==> config.mk <==
export PLATFORM = sky130hd
export DESIGN_NAME = multichannel_moving_average_top
export DESIGN_NICKNAME = d
export VERILOG_FILES = /design/src/sv/mma_pkg.sv /design/src/sv/mma_ram.sv /design/src/sv/mma_div.sv /design/src/sv/mma_queue.sv /design/src/sv/mma_front.sv /design/src/sv/mma_back.sv /design/src/sv/multichannel_moving_average_top.sv
export SDC_FILE = /design/constraint.sdc
export NUM_CORES = 2
export LEC_CHECK = 0
export BUFFER_PORTS_ARGS = -buffer_cell sky130_fd_sc_hd__buf_2
export CAP_MARGIN = 20
export CORE_UTILIZATION = 55
export DETAILED_ROUTE_END_ITERATION = 8
export GPL_TIMING_DRIVEN = 0
export PLACE_DENSITY_LB_ADDON = 0.1
export SLEW_MARGIN = 20
export SYNTH_ARGS = -nofsm -noshare
export SYNTH_HDL_FRONTEND = slang
export SYNTH_HIERARCHICAL = 1
export SYNTH_SLANG_ARGS = --single-unit
==> constraint.sdc <==
create_clock -name clock -period 44.7 [get_ports clock]
set_input_delay 6.705 -clock clock [delete_from_list [all_inputs] [get_ports clock]]
set_output_delay 6.705 -clock clock [all_outputs]
set_load 0.01 [all_outputs]
==> src/sv/mma_pkg.sv <==
`timescale 1ns / 1ps
// Shared types, sizes and the reciprocal table of the multichannel moving-average filter.
// No dependencies; every other file of the block but mma_ram imports this package.
package mma_pkg;

   // Fixed sizes of the block.
   localparam int MAX_WINDOW    = 16;
   localparam int CHANNELS      = 10;
   localparam int SAMPLE_BITS   = 16;
   localparam int CSR_DATA_BITS = 5;
   localparam int CSR_INDEX_BITS = 1;

   // Derived widths.
   localparam int CH_BITS    = $clog2(CHANNELS);
   localparam int SLOT_BITS  = $clog2(MAX_WINDOW);
   localparam int WIN_BITS   = $clog2(MAX_WINDOW + 1);
   localparam int SUM_BITS   = SAMPLE_BITS + SLOT_BITS;
   localparam int HIST_DEPTH = CHANNELS * MAX_WINDOW;
   localparam int HIST_AW    = $clog2(HIST_DEPTH);

   // Queue between the front and the back.
   localparam int QUEUE_DEPTH    = 2;
   localparam int QUEUE_PTR_BITS = $clog2(QUEUE_DEPTH);
   localparam int QUEUE_CNT_BITS = $clog2(QUEUE_DEPTH + 1);

   // Register indexes and reset values.
   localparam logic [CSR_INDEX_BITS-1:0] REG_WINDOW = 1'b0;
   localparam logic [CSR_INDEX_BITS-1:0] REG_ENABLE = 1'b1;
   localparam logic [CSR_DATA_BITS-1:0]  WINDOW_RESET = 5'd3;

   // Division by the sample count is a multiply by ceil(2^RECIP_SHIFT / count).
   // With sums below 2^SUM_BITS and counts up to MAX_WINDOW the result is exact.
   localparam int RECIP_SHIFT = SUM_BITS + SLOT_BITS + 1;
   localparam int RECIP_BITS  = RECIP_SHIFT + 1;
   localparam int PROD_BITS   = SUM_BITS + RECIP_BITS;

   typedef logic [SAMPLE_BITS-1:0]       sample_type;
   typedef sample_type [CHANNELS-1:0]    sample_vec_type;
   typedef logic [RECIP_BITS-1:0]        recip_type;

   // Entry n holds the reciprocal of the count n + 1.
   localparam recip_type RECIP_TABLE [MAX_WINDOW] = '{
      26'd33554432, 26'd16777216, 26'd11184811, 26'd8388608,
      26'd6710887,  26'd5592406,  26'd4793491,  26'd4194304,
      26'd3728271,  26'd3355444,  26'd3050403,  26'd2796203,
      26'd2581111,  26'd2396746,  26'd2236963,  26'd2097152
   };

   // One classified item as handed from the front to the back.
   typedef struct packed {
      logic                 bypass;
      logic [SLOT_BITS-1:0] slot;
      logic                 full;
      logic [WIN_BITS-1:0]  held;
      sample_vec_type       samples;
   } entry_type;

   typedef enum logic [1:0] {
      BACK_IDLE,
      BACK_ISSUE,
      BACK_DRAIN
   } back_state_type;

   // History address of one channel's slot.
   function automatic logic [HIST_AW-1:0] hist_addr(input logic [CH_BITS-1:0] ch,
                                                    input logic [SLOT_BITS-1:0] slot);
      hist_addr = HIST_AW'(ch) * HIST_AW'(MAX_WINDOW) + HIST_AW'(slot);
   endfunction

endpackage

==> src/sv/mma_ram.sv <==
`timescale 1ns / 1ps
// Generic simple dual-port RAM: one write port, one read port with registered data.
// No dependencies.
module mma_ram #(
   parameter int WIDTH = 16,
   parameter int DEPTH = 160
) (
   input  logic                     clock,
   input  logic                     wr_en,
   input  logic [$clog2(DEPTH)-1:0] wr_addr,
   input  logic [WIDTH-1:0]         wr_data,
   input  logic [$clog2(DEPTH)-1:0] rd_addr,
   output logic [WIDTH-1:0]         rd_data
);

   logic [WIDTH-1:0] mem_ff [DEPTH];
   logic [WIDTH-1:0] rd_data_ff;

   // Write port and registered read port.
   always_ff @(posedge clock) begin
      if (wr_en) begin
         mem_ff[wr_addr] <= wr_data;
      end
      rd_data_ff <= mem_ff[rd_addr];
   end

   assign rd_data = rd_data_ff;

endmodule

==> src/sv/mma_div.sv <==
`timescale 1ns / 1ps
// Mean unit: divides a channel sum by the sample count through a reciprocal multiply.
// Depends on mma_pkg for widths and the reciprocal table; the product is registered.
module mma_div import mma_pkg::*; (
   input  logic                clock,
   input  logic                reset,
   input  logic                in_valid,
   input  logic [CH_BITS-1:0]  in_ch,
   input  logic [SUM_BITS-1:0] in_sum,
   input  logic [WIN_BITS-1:0] in_held,
   output logic                out_valid,
   output logic [CH_BITS-1:0]  out_ch,
   output sample_type          out_mean
);

   logic                 valid_ff;
   logic [CH_BITS-1:0]   ch_ff;
   logic [PROD_BITS-1:0] prod_ff;
   logic [PROD_BITS-1:0] prod_in;
   logic [SLOT_BITS-1:0] recip_idx;

   // The count is at least one, so count - 1 indexes the table.
   assign recip_idx = SLOT_BITS'(in_held - WIN_BITS'(1));
   assign prod_in   = PROD_BITS'(in_sum) * PROD_BITS'(RECIP_TABLE[recip_idx]);

   // Control register.
   always_ff @(posedge clock) begin
      if (reset) begin
         valid_ff <= 1'b0;
      end else begin
         valid_ff <= in_valid;
      end
   end

   // Product register.
   always_ff @(posedge clock) begin
      ch_ff   <= in_ch;
      prod_ff <= prod_in;
   end

   assign out_valid = valid_ff;
   assign out_ch    = ch_ff;
   assign out_mean  = prod_ff[RECIP_SHIFT +: SAMPLE_BITS];

endmodule

==> src/sv/mma_queue.sv <==
`timescale 1ns / 1ps
// Short queue of classified items between the front and the back.
// Depends on mma_pkg for the entry type and the depth.
module mma_queue import mma_pkg::*; (
   input  logic      clock,
   input  logic      reset,
   input  logic      push,
   input  entry_type push_entry,
   output logic      full,
   input  logic      pop,
   output logic      pop_valid,
   output entry_type pop_entry
);

   entry_type                 slots_ff [QUEUE_DEPTH];
   logic [QUEUE_PTR_BITS-1:0] wr_ptr_ff;
   logic [QUEUE_PTR_BITS-1:0] rd_ptr_ff;
   logic [QUEUE_CNT_BITS-1:0] count_ff;

   assign full      = (count_ff == QUEUE_CNT_BITS'(QUEUE_DEPTH));
   assign pop_valid = (count_ff != '0);
   assign pop_entry = slots_ff[rd_ptr_ff];

   // Pointers and fill level.
   always_ff @(posedge clock) begin
      if (reset) begin
         wr_ptr_ff <= '0;
         rd_ptr_ff <= '0;
         count_ff  <= '0;
      end else begin
         if (push) begin
            wr_ptr_ff <= (wr_ptr_ff == QUEUE_PTR_BITS'(QUEUE_DEPTH - 1)) ? '0
                                                                          : wr_ptr_ff + 1'b1;
         end
         if (pop) begin
            rd_ptr_ff <= (rd_ptr_ff == QUEUE_PTR_BITS'(QUEUE_DEPTH - 1)) ? '0
                                                                          : rd_ptr_ff + 1'b1;
         end
         if (push && !pop) begin
            count_ff <= count_ff + 1'b1;
         end else if (pop && !push) begin
            count_ff <= count_ff - 1'b1;
         end
      end
   end

   // Entry storage.
   always_ff @(posedge clock) begin
      if (push) begin
         slots_ff[wr_ptr_ff] <= push_entry;
      end
   end

endmodule

==> src/sv/mma_front.sv <==
`timescale 1ns / 1ps
// Front end: configuration registers, input transfers and window bookkeeping per item.
// Depends on mma_pkg; feeds classified items into mma_queue.
module mma_front import mma_pkg::*; (
   input  logic                      clock,
   input  logic                      reset,
   input  logic                      csr_write,
   input  logic [CSR_INDEX_BITS-1:0] csr_index,
   input  logic [CSR_DATA_BITS-1:0]  csr_wdata,
   input  logic                      req_valid,
   output logic                      req_ready,
   input  sample_vec_type            req_samples,
   input  logic                      queue_full,
   output logic                      push,
   output entry_type                 push_entry,
   output logic                      hist_clear
);

   logic [CSR_DATA_BITS-1:0] window_ff;
   logic                     enable_ff;
   logic [WIN_BITS-1:0]      fill_ff;
   logic [SLOT_BITS-1:0]     slot_ff;

   logic [WIN_BITS-1:0]      win;
   logic [SLOT_BITS-1:0]     cur_slot;
   logic                     full;
   logic [WIN_BITS-1:0]      held;
   logic [SLOT_BITS-1:0]     slot_in;

   // Effective window: zero counts as one, large values saturate.
   always_comb begin
      if (window_ff == '0) begin
         win = WIN_BITS'(1);
      end else if (window_ff > CSR_DATA_BITS'(MAX_WINDOW)) begin
         win = WIN_BITS'(MAX_WINDOW);
      end else begin
         win = WIN_BITS'(window_ff);
      end
   end

   // Slot and sample count for the item in this transfer.
   assign cur_slot = (WIN_BITS'(slot_ff) >= win) ? '0 : slot_ff;
   assign full     = (fill_ff >= win);
   assign held     = full ? win : fill_ff + 1'b1;
   assign slot_in  = (WIN_BITS'(cur_slot) + 1'b1 >= win) ? '0 : cur_slot + 1'b1;

   assign req_ready  = !queue_full;
   assign push       = req_valid && req_ready;
   assign hist_clear = csr_write && (csr_index == REG_WINDOW);

   always_comb begin
      push_entry.bypass  = !enable_ff;
      push_entry.slot    = cur_slot;
      push_entry.full    = full;
      push_entry.held    = held;
      push_entry.samples = req_samples;
   end

   // Registers, history bookkeeping.
   always_ff @(posedge clock) begin
      if (reset) begin
         window_ff <= WINDOW_RESET;
         enable_ff <= 1'b1;
         fill_ff   <= '0;
         slot_ff   <= '0;
      end else begin
         if (csr_write && csr_index == REG_WINDOW) begin
            window_ff <= csr_wdata;
            fill_ff   <= '0;
            slot_ff   <= '0;
         end else if (push && enable_ff) begin
            fill_ff <= held;
            slot_ff <= slot_in;
         end
         if (csr_write && csr_index == REG_ENABLE) begin
            enable_ff <= csr_wdata[0];
         end
      end
   end

`ifndef SYNTHESIS
   // The held count never exceeds the effective window.
   assert property (@(posedge clock) disable iff (reset) fill_ff <= win)
      else $error("fill count above window");

   // A window write restarts the history.
   assert property (@(posedge clock) disable iff (reset)
      hist_clear |=> (fill_ff == '0) && (slot_ff == '0))
      else $error("history not cleared after window write");
`endif

endmodule

==> src/sv/mma_back.sv <==
`timescale 1ns / 1ps
// Back end: walks the channels of one item through the history RAM, sums and mean unit.
// Depends on mma_pkg, mma_ram and mma_div.
module mma_back import mma_pkg::*; (
   input  logic           clock,
   input  logic           reset,
   input  logic           hist_clear,
   input  logic           queue_valid,
   input  entry_type      queue_entry,
   output logic           pop,
   output logic           rsp_valid,
   input  logic           rsp_ready,
   output sample_vec_type rsp_mean
);

   back_state_type      state_ff;
   back_state_type      state_in;
   entry_type           cur_ff;
   logic [CH_BITS-1:0]  rd_ch_ff;
   logic                s1_valid_ff;
   logic [CH_BITS-1:0]  s1_ch_ff;
   logic [SUM_BITS-1:0] sums_ff [CHANNELS];
   sample_vec_type      mean_ff;
   logic                rsp_valid_ff;

   sample_type          hist_rd;
   sample_type          old_sample;
   sample_type          new_sample;
   logic [SUM_BITS-1:0] sum_new;
   logic                div_valid;
   logic [CH_BITS-1:0]  div_ch;
   sample_type          div_mean;
   logic                last_done;

   localparam logic [CH_BITS-1:0] LAST_CH = CH_BITS'(CHANNELS - 1);

   assign pop       = (state_ff == BACK_IDLE) && queue_valid && !rsp_valid_ff;
   assign last_done = div_valid && (div_ch == LAST_CH);

   // Next state.
   always_comb begin
      state_in = state_ff;
      case (state_ff)
         BACK_IDLE: begin
            if (pop && !queue_entry.bypass) begin
               state_in = BACK_ISSUE;
            end
         end
         BACK_ISSUE: begin
            if (rd_ch_ff == LAST_CH) begin
               state_in = BACK_DRAIN;
            end
         end
         BACK_DRAIN: begin
            if (last_done) begin
               state_in = BACK_IDLE;
            end
         end
         default: state_in = BACK_IDLE;
      endcase
   end

   always_ff @(posedge clock) begin
      if (reset) begin
         state_ff <= BACK_IDLE;
      end else begin
         state_ff <= state_in;
      end
   end

   // History: read one channel's oldest slot, write the new sample in the following cycle.
   mma_ram #(
      .WIDTH(SAMPLE_BITS),
      .DEPTH(HIST_DEPTH)
   ) u_hist (
      .clock  (clock),
      .wr_en  (s1_valid_ff),
      .wr_addr(hist_addr(s1_ch_ff, cur_ff.slot)),
      .wr_data(new_sample),
      .rd_addr(hist_addr(rd_ch_ff, cur_ff.slot)),
      .rd_data(hist_rd)
   );

   // Sum update for the channel whose history word has arrived.
   assign new_sample = cur_ff.samples[s1_ch_ff];
   assign old_sample = cur_ff.full ? hist_rd : '0;
   assign sum_new    = sums_ff[s1_ch_ff] - SUM_BITS'(old_sample) + SUM_BITS'(new_sample);

   mma_div u_div (
      .clock    (clock),
      .reset    (reset),
      .in_valid (s1_valid_ff),
      .in_ch    (s1_ch_ff),
      .in_sum   (sum_new),
      .in_held  (cur_ff.held),
      .out_valid(div_valid),
      .out_ch   (div_ch),
      .out_mean (div_mean)
   );

   // Control registers: channel sequencing, running sums, result valid.
   always_ff @(posedge clock) begin
      if (reset) begin
         rd_ch_ff     <= '0;
         s1_valid_ff  <= 1'b0;
         rsp_valid_ff <= 1'b0;
         for (int i = 0; i < CHANNELS; i++) begin
            sums_ff[i] <= '0;
         end
      end else begin
         s1_valid_ff <= (state_ff == BACK_ISSUE);
         if (pop) begin
            rd_ch_ff <= '0;
         end else if (state_ff == BACK_ISSUE) begin
            rd_ch_ff <= rd_ch_ff + 1'b1;
         end
         if (hist_clear) begin
            for (int i = 0; i < CHANNELS; i++) begin
               sums_ff[i] <= '0;
            end
         end else if (s1_valid_ff) begin
            sums_ff[s1_ch_ff] <= sum_new;
         end
         if ((pop && queue_entry.bypass) || (state_ff == BACK_DRAIN && last_done)) begin
            rsp_valid_ff <= 1'b1;
         end else if (rsp_ready) begin
            rsp_valid_ff <= 1'b0;
         end
      end
   end

   // Payload registers: current item, stage channel, results.
   always_ff @(posedge clock) begin
      s1_ch_ff <= rd_ch_ff;
      if (pop) begin
         cur_ff <= queue_entry;
      end
      if (pop && queue_entry.bypass) begin
         mean_ff <= queue_entry.samples;
      end else if (div_valid) begin
         mean_ff[div_ch] <= div_mean;
      end
   end

   assign rsp_valid = rsp_valid_ff;
   assign rsp_mean  = mean_ff;

`ifndef SYNTHESIS
   // Means only come back while an item is being worked on.
   assert property (@(posedge clock) disable iff (reset)
      div_valid |-> (state_ff == BACK_ISSUE || state_ff == BACK_DRAIN))
      else $error("mean unit output outside of an item");

   // A result appears only after a bypass transfer or the last channel's mean.
   assert property (@(posedge clock) disable iff (reset)
      $rose(rsp_valid_ff) |-> ($past(pop) || $past(state_ff == BACK_DRAIN)))
      else $error("result without a finished item");

   // The history write never hits the slot being read in the same cycle.
   assert property (@(posedge clock) disable iff (reset)
      (state_ff == BACK_ISSUE && s1_valid_ff) |-> (rd_ch_ff != s1_ch_ff))
      else $error("history read and write collide");
`endif

endmodule

==> src/sv/multichannel_moving_average_top.sv <==
`timescale 1ns / 1ps
// Top level of the ten-channel moving-average filter: ports, field packing, instances.
// Depends on mma_pkg, mma_front, mma_queue and mma_back.
//
// Each req_ transfer carries one 16-bit sample per sensor and yields exactly one rsp_
// transfer with each channel's mean over its last window_length samples (truncated;
// over fewer samples while the history fills), or the raw samples when filter_enable
// is 0. The front takes an item in the cycle it arrives while its two-entry queue has
// room, even while a result waits on rsp_ready. The back starts an item once the result
// register is empty, at the earliest on the edge after the item's req_ transfer: a
// filtered item walks the channels one per cycle through the history RAM's single read
// port and the shared reciprocal-multiply mean unit, and its result is valid once the
// last channel's mean has left the mean unit; a bypassed item's result is valid right
// after the edge at which it leaves the queue. The back works on one item at a time and
// takes the next only after the last result was taken. csr_write with csr_index 0
// sets the window and clears the history; index 1 sets the enable. Write them only while
// the block is idle. The history RAM needs no clearing pass: a slot's old value is used
// only after it was written since the last clear.
module multichannel_moving_average_top import mma_pkg::*; (
   input  logic                      clock,
   input  logic                      reset,
   input  logic                      csr_write,
   input  logic [CSR_INDEX_BITS-1:0] csr_index,
   input  logic [CSR_DATA_BITS-1:0]  csr_wdata,
   input  logic                      req_valid,
   output logic                      req_ready,
   input  logic [15:0]               req_front_left,
   input  logic [15:0]               req_front_center_left,
   input  logic [15:0]               req_front_center,
   input  logic [15:0]               req_front_center_right,
   input  logic [15:0]               req_front_right,
   input  logic [15:0]               req_side_left,
   input  logic [15:0]               req_side_right,
   input  logic [15:0]               req_rear_left,
   input  logic [15:0]               req_rear_center,
   input  logic [15:0]               req_rear_right,
   output logic                      rsp_valid,
   input  logic                      rsp_ready,
   output logic [15:0]               rsp_mean_front_left,
   output logic [15:0]               rsp_mean_front_center_left,
   output logic [15:0]               rsp_mean_front_center,
   output logic [15:0]               rsp_mean_front_center_right,
   output logic [15:0]               rsp_mean_front_right,
   output logic [15:0]               rsp_mean_side_left,
   output logic [15:0]               rsp_mean_side_right,
   output logic [15:0]               rsp_mean_rear_left,
   output logic [15:0]               rsp_mean_rear_center,
   output logic [15:0]               rsp_mean_rear_right
);

   sample_vec_type req_samples;
   sample_vec_type rsp_means;
   entry_type      push_entry;
   entry_type      pop_entry;
   logic           push;
   logic           pop;
   logic           queue_full;
   logic           queue_valid;
   logic           hist_clear;

   // Channel order of the sample vector.
   assign req_samples[0] = req_front_left;
   assign req_samples[1] = req_front_center_left;
   assign req_samples[2] = req_front_center;
   assign req_samples[3] = req_front_center_right;
   assign req_samples[4] = req_front_right;
   assign req_samples[5] = req_side_left;
   assign req_samples[6] = req_side_right;
   assign req_samples[7] = req_rear_left;
   assign req_samples[8] = req_rear_center;
   assign req_samples[9] = req_rear_right;

   assign rsp_mean_front_left         = rsp_means[0];
   assign rsp_mean_front_center_left  = rsp_means[1];
   assign rsp_mean_front_center       = rsp_means[2];
   assign rsp_mean_front_center_right = rsp_means[3];
   assign rsp_mean_front_right        = rsp_means[4];
   assign rsp_mean_side_left          = rsp_means[5];
   assign rsp_mean_side_right         = rsp_means[6];
   assign rsp_mean_rear_left          = rsp_means[7];
   assign rsp_mean_rear_center        = rsp_means[8];
   assign rsp_mean_rear_right         = rsp_means[9];

   mma_front u_front (
      .clock      (clock),
      .reset      (reset),
      .csr_write  (csr_write),
      .csr_index  (csr_index),
      .csr_wdata  (csr_wdata),
      .req_valid  (req_valid),
      .req_ready  (req_ready),
      .req_samples(req_samples),
      .queue_full (queue_full),
      .push       (push),
      .push_entry (push_entry),
      .hist_clear (hist_clear)
   );

   mma_queue u_queue (
      .clock     (clock),
      .reset     (reset),
      .push      (push),
      .push_entry(push_entry),
      .full      (queue_full),
      .pop       (pop),
      .pop_valid (queue_valid),
      .pop_entry (pop_entry)
   );

   mma_back u_back (
      .clock      (clock),
      .reset      (reset),
      .hist_clear (hist_clear),
      .queue_valid(queue_valid),
      .queue_entry(pop_entry),
      .pop        (pop),
      .rsp_valid  (rsp_valid),
      .rsp_ready  (rsp_ready),
      .rsp_mean   (rsp_means)
   );

endmodule
==> results.py <==
metrics = {
    "status": {
        "outcome": "complete, but fails checks",
        "violations": "DRC",
    },
    "setup_path": {
        "slowest_stage": "clkbuf_1",
        "critPathLaunch": "u_back/s1_ch_ff[1]$_DFF_P_",
        "regToRegEndpoint": "u_back/u_div/prod_ff[39]$_DFF_P_",
        "startpoint_type": "flop",
        "critical_path.most_common_cell": "fa_1",
        "slowest_delay_ps": 760,
        "critPathMaxFanout": 10,
        "cpLargestDelayFamily": "adder cells",
        "critPathBufInv": 8,
        "reg2reg_from": "u_back/s1_ch_ff[1]$_DFF_P_",
        "crit_arrival_ps": 15510,
        "crit_type": "flop to flop",
        "worst-path-stages": 36,
        "cp.required_ps": 45480,
        "end_kind": "flop",
        "crit_end": "u_back/u_div/prod_ff[39]$_DFF_P_",
        "regToRegSetupSlack_ps": 29970,
        "rr_worst_depth": 36,
    },
    "synth": {
        "synth.avg_cell_area_um2": 17.4,
        "ys_warn_count": 6,
        "synthCells": 9141,
        "syn-num-nets": 9919,
        "synthesis.area_um2": 159000,
    },
    "grt": {
        "grt_first_pass_wirelength_mm": 793,
        "grt_usage_pct": 41.1,
        "antenna_found_initial": 79,
        "grt_max_degree": 121,
        "grt_overflow": 0,
        "first_global_vias": 90300,
    },
    "sta": {
        "slew-limit-headroom_pct": 4.12,
        "period_minus_slack_ps": 14730,
        "fin_crit_sh_pct": 33.0,
        "grt_setup_unrepaired": "no",
        "setup_viol": 0,
        "hold_violations": 0,
        "setup_tns_ps": 0,
        "fmax_ghz": 0.0679,
        "finalClockSkew_ps": 110,
        "worst_pin_slew_ps": 1430,
        "slew_violations": 0,
    },
    "clocking": {
        "cts-root-buf": "clkbuf_16",
        "path_clk_slew_ps": 60,
        "post_cts_resized": 0,
        "clockBufferDepth": 4,
        "clk_latency_ps": 1000,
        "cts_inserted_buffers": 369,
        "cts_setup_buffers": 0,
        "postCtsHoldBufs": 0,
        "htree_num_levels": 5,
        "cts_tree": "yes",
        "clkSinkCount": 3618,
    },
    "layout": {
        "drive_gt1_share_pct": 25.2,
        "nNetsFinal": 10600,
        "final_area_um2": 182000,
        "area_growth_pct": 14.2,
        "nFillCells": 20400,
    },
    "place": {
        "hpwl_mm": 426,
        "placed_cell_area_um2": 170000,
        "place_congestion": 1.02,
        "port_buffers": 172,
    },
    "routing": {
        "via_count": 95800,
        "ant_nets": 0,
        "dr.first_iter.drc_count": 17000,
        "post-route-drc-count": 1,
        "wl_mm": 600,
        "vias_per_cell": 6.84,
        "wl_per_cell_um": 42.9,
        "dr.pass1.iters": 7,
    },
    "floorplanning": {
        "rows": 197,
        "coreArea_um2": 288000,
        "start_util_pct": 55.3,
        "die_w_um": 540,
        "die-area_um2": 292000,
        "ios": 333,
        "die_y_um": 540,
    },
    "job": {
        "drv_cap": 0,
    },
    "hold_path": {
        "holdCritPathClass": "flop to flop",
        "hold_depth": 0,
    },
}
through the flow:
step                      std cells  util [%]  setup slack, ps  hold slack (ps)
after floorplan                9141         -            21950              369
after global placement        13100      57.3             3700              385
after detailed placement      13300      58.9            30310              399
after CTS                     14000      63.2            30290              409
after global routing          14000      63.2            29610              420
final                         14000      63.2            29970              402
cells in the final DEF (no fill, tap or decap), types with 50 or more instances in the layout:
master and n:
clkbuf_16 375, o21ai_0 50, clkbuf_1 295, mux2i_1 187, ha_1 172, and2_1 208, nor2_1 288, clkinv_1 73
mux2_4 90, buf_6 65, nand3_1 224, fa_1 435, nand2_1 764, inv_1 534, clkinv_2 77, o22ai_1 52
mux2_2 98, edfxtp_1 3549, mux4_2 766, a21oi_1 105, nor3_1 62, buf_4 235, a22oi_1 68, buf_16 66
dfxtp_1 69, buf_2 321, nor2b_1 52, nor2_4 129
flip-flops by register name (all words and copies together) (netlist names), 2 cells and up, named ones only:
name                   count
u_back/u_hist/mem_ff    2560
u_back/u_div/prod_ff      16
u_front/window_ff          5
u_back/u_div/out_ch        4
u_back/s1_ch_ff            4
u_back/sums_ff           320
u_front/slot_ff            4
u_back/rd_ch_ff            4
u_queue/count_ff           2
u_queue/slots_ff         340
u_back/state_ff            2
u_back/u_hist/rd_data     16
u_back/cur_ff            169
u_front/fill_ff            5
u_back/rsp_mean          160
how the worst min path moves through the flow:
| stage | startpoint | endpoint | slack (ps) |
|---|---|---|---|
| 2_1_floorplan | u_back/s1_ch_ff[2]$_DFF_P_ | u_back/u_div/out_ch[2]$_DFF_P_ | 370 |
| 3_3_place_gp | u_back/rd_ch_ff[3]$_SDFFE_PP0P_ | u_back/s1_ch_ff[3]$_DFF_P_ | 390 |
| 3_5_place_dp | u_back/rd_ch_ff[3]$_SDFFE_PP0P_ | u_back/s1_ch_ff[3]$_DFF_P_ | 400 |
| 4_1_cts | u_back/rd_ch_ff[3]$_SDFFE_PP0P_ | u_back/s1_ch_ff[3]$_DFF_P_ | 410 |
| 5_1_grt | u_back/rd_ch_ff[3]$_SDFFE_PP0P_ | u_back/s1_ch_ff[3]$_DFF_P_ | 420 |
| 6_report | u_back/rd_ch_ff[3]$_SDFFE_PP0P_ | u_back/s1_ch_ff[3]$_DFF_P_ | 400 |
layer usage:
layer	GRT usage (%)	vias up	share of wire, %
li1	-	36100	-
met1	57.9	50600	37
met2	57.1	7733	42
met3	16.5	1290	16
met4	17.0	32	4.9
met5	0.427	-	0.064
worst register-to-register path, delay by kind of cell (launching register included):
kind / cells / cell delay (ps)
adders and majority gates: 10 / 4900
buffers and inverters: 8 / 3190
AOI/OAI and AO/OA: 8 / 3050
and+or+nand+nor: 8 / 2010
muxes: 2 / 790
DFF: 1 / 640
cell type report:
| class | instances | area [µm²] | share of cell area [%] |
|---|---|---|---|
| Clock buffer | 455 | 9740 | 5.35 |
| Clock inverter | 227 | 2460 | 1.35 |
| Buffer | 672 | 3850 | 2.12 |
| Multi-Input combinational cell | 4297 | 46900 | 25.8 |
| Sequential cell | 3618 | 108000 | 59.3 |
| Timing Repair Buffer | 356 | 4190 | 2.30 |
| Antenna cell | 36 | 90.1 | 0.0495 |
| Tap cell | 3781 | 4730 | 2.60 |
| Inverter | 554 | 2180 | 1.20 |
Power is not shown: default switching activity piles up to over one toggle a cycle in this logic, so the estimate is an artifact.
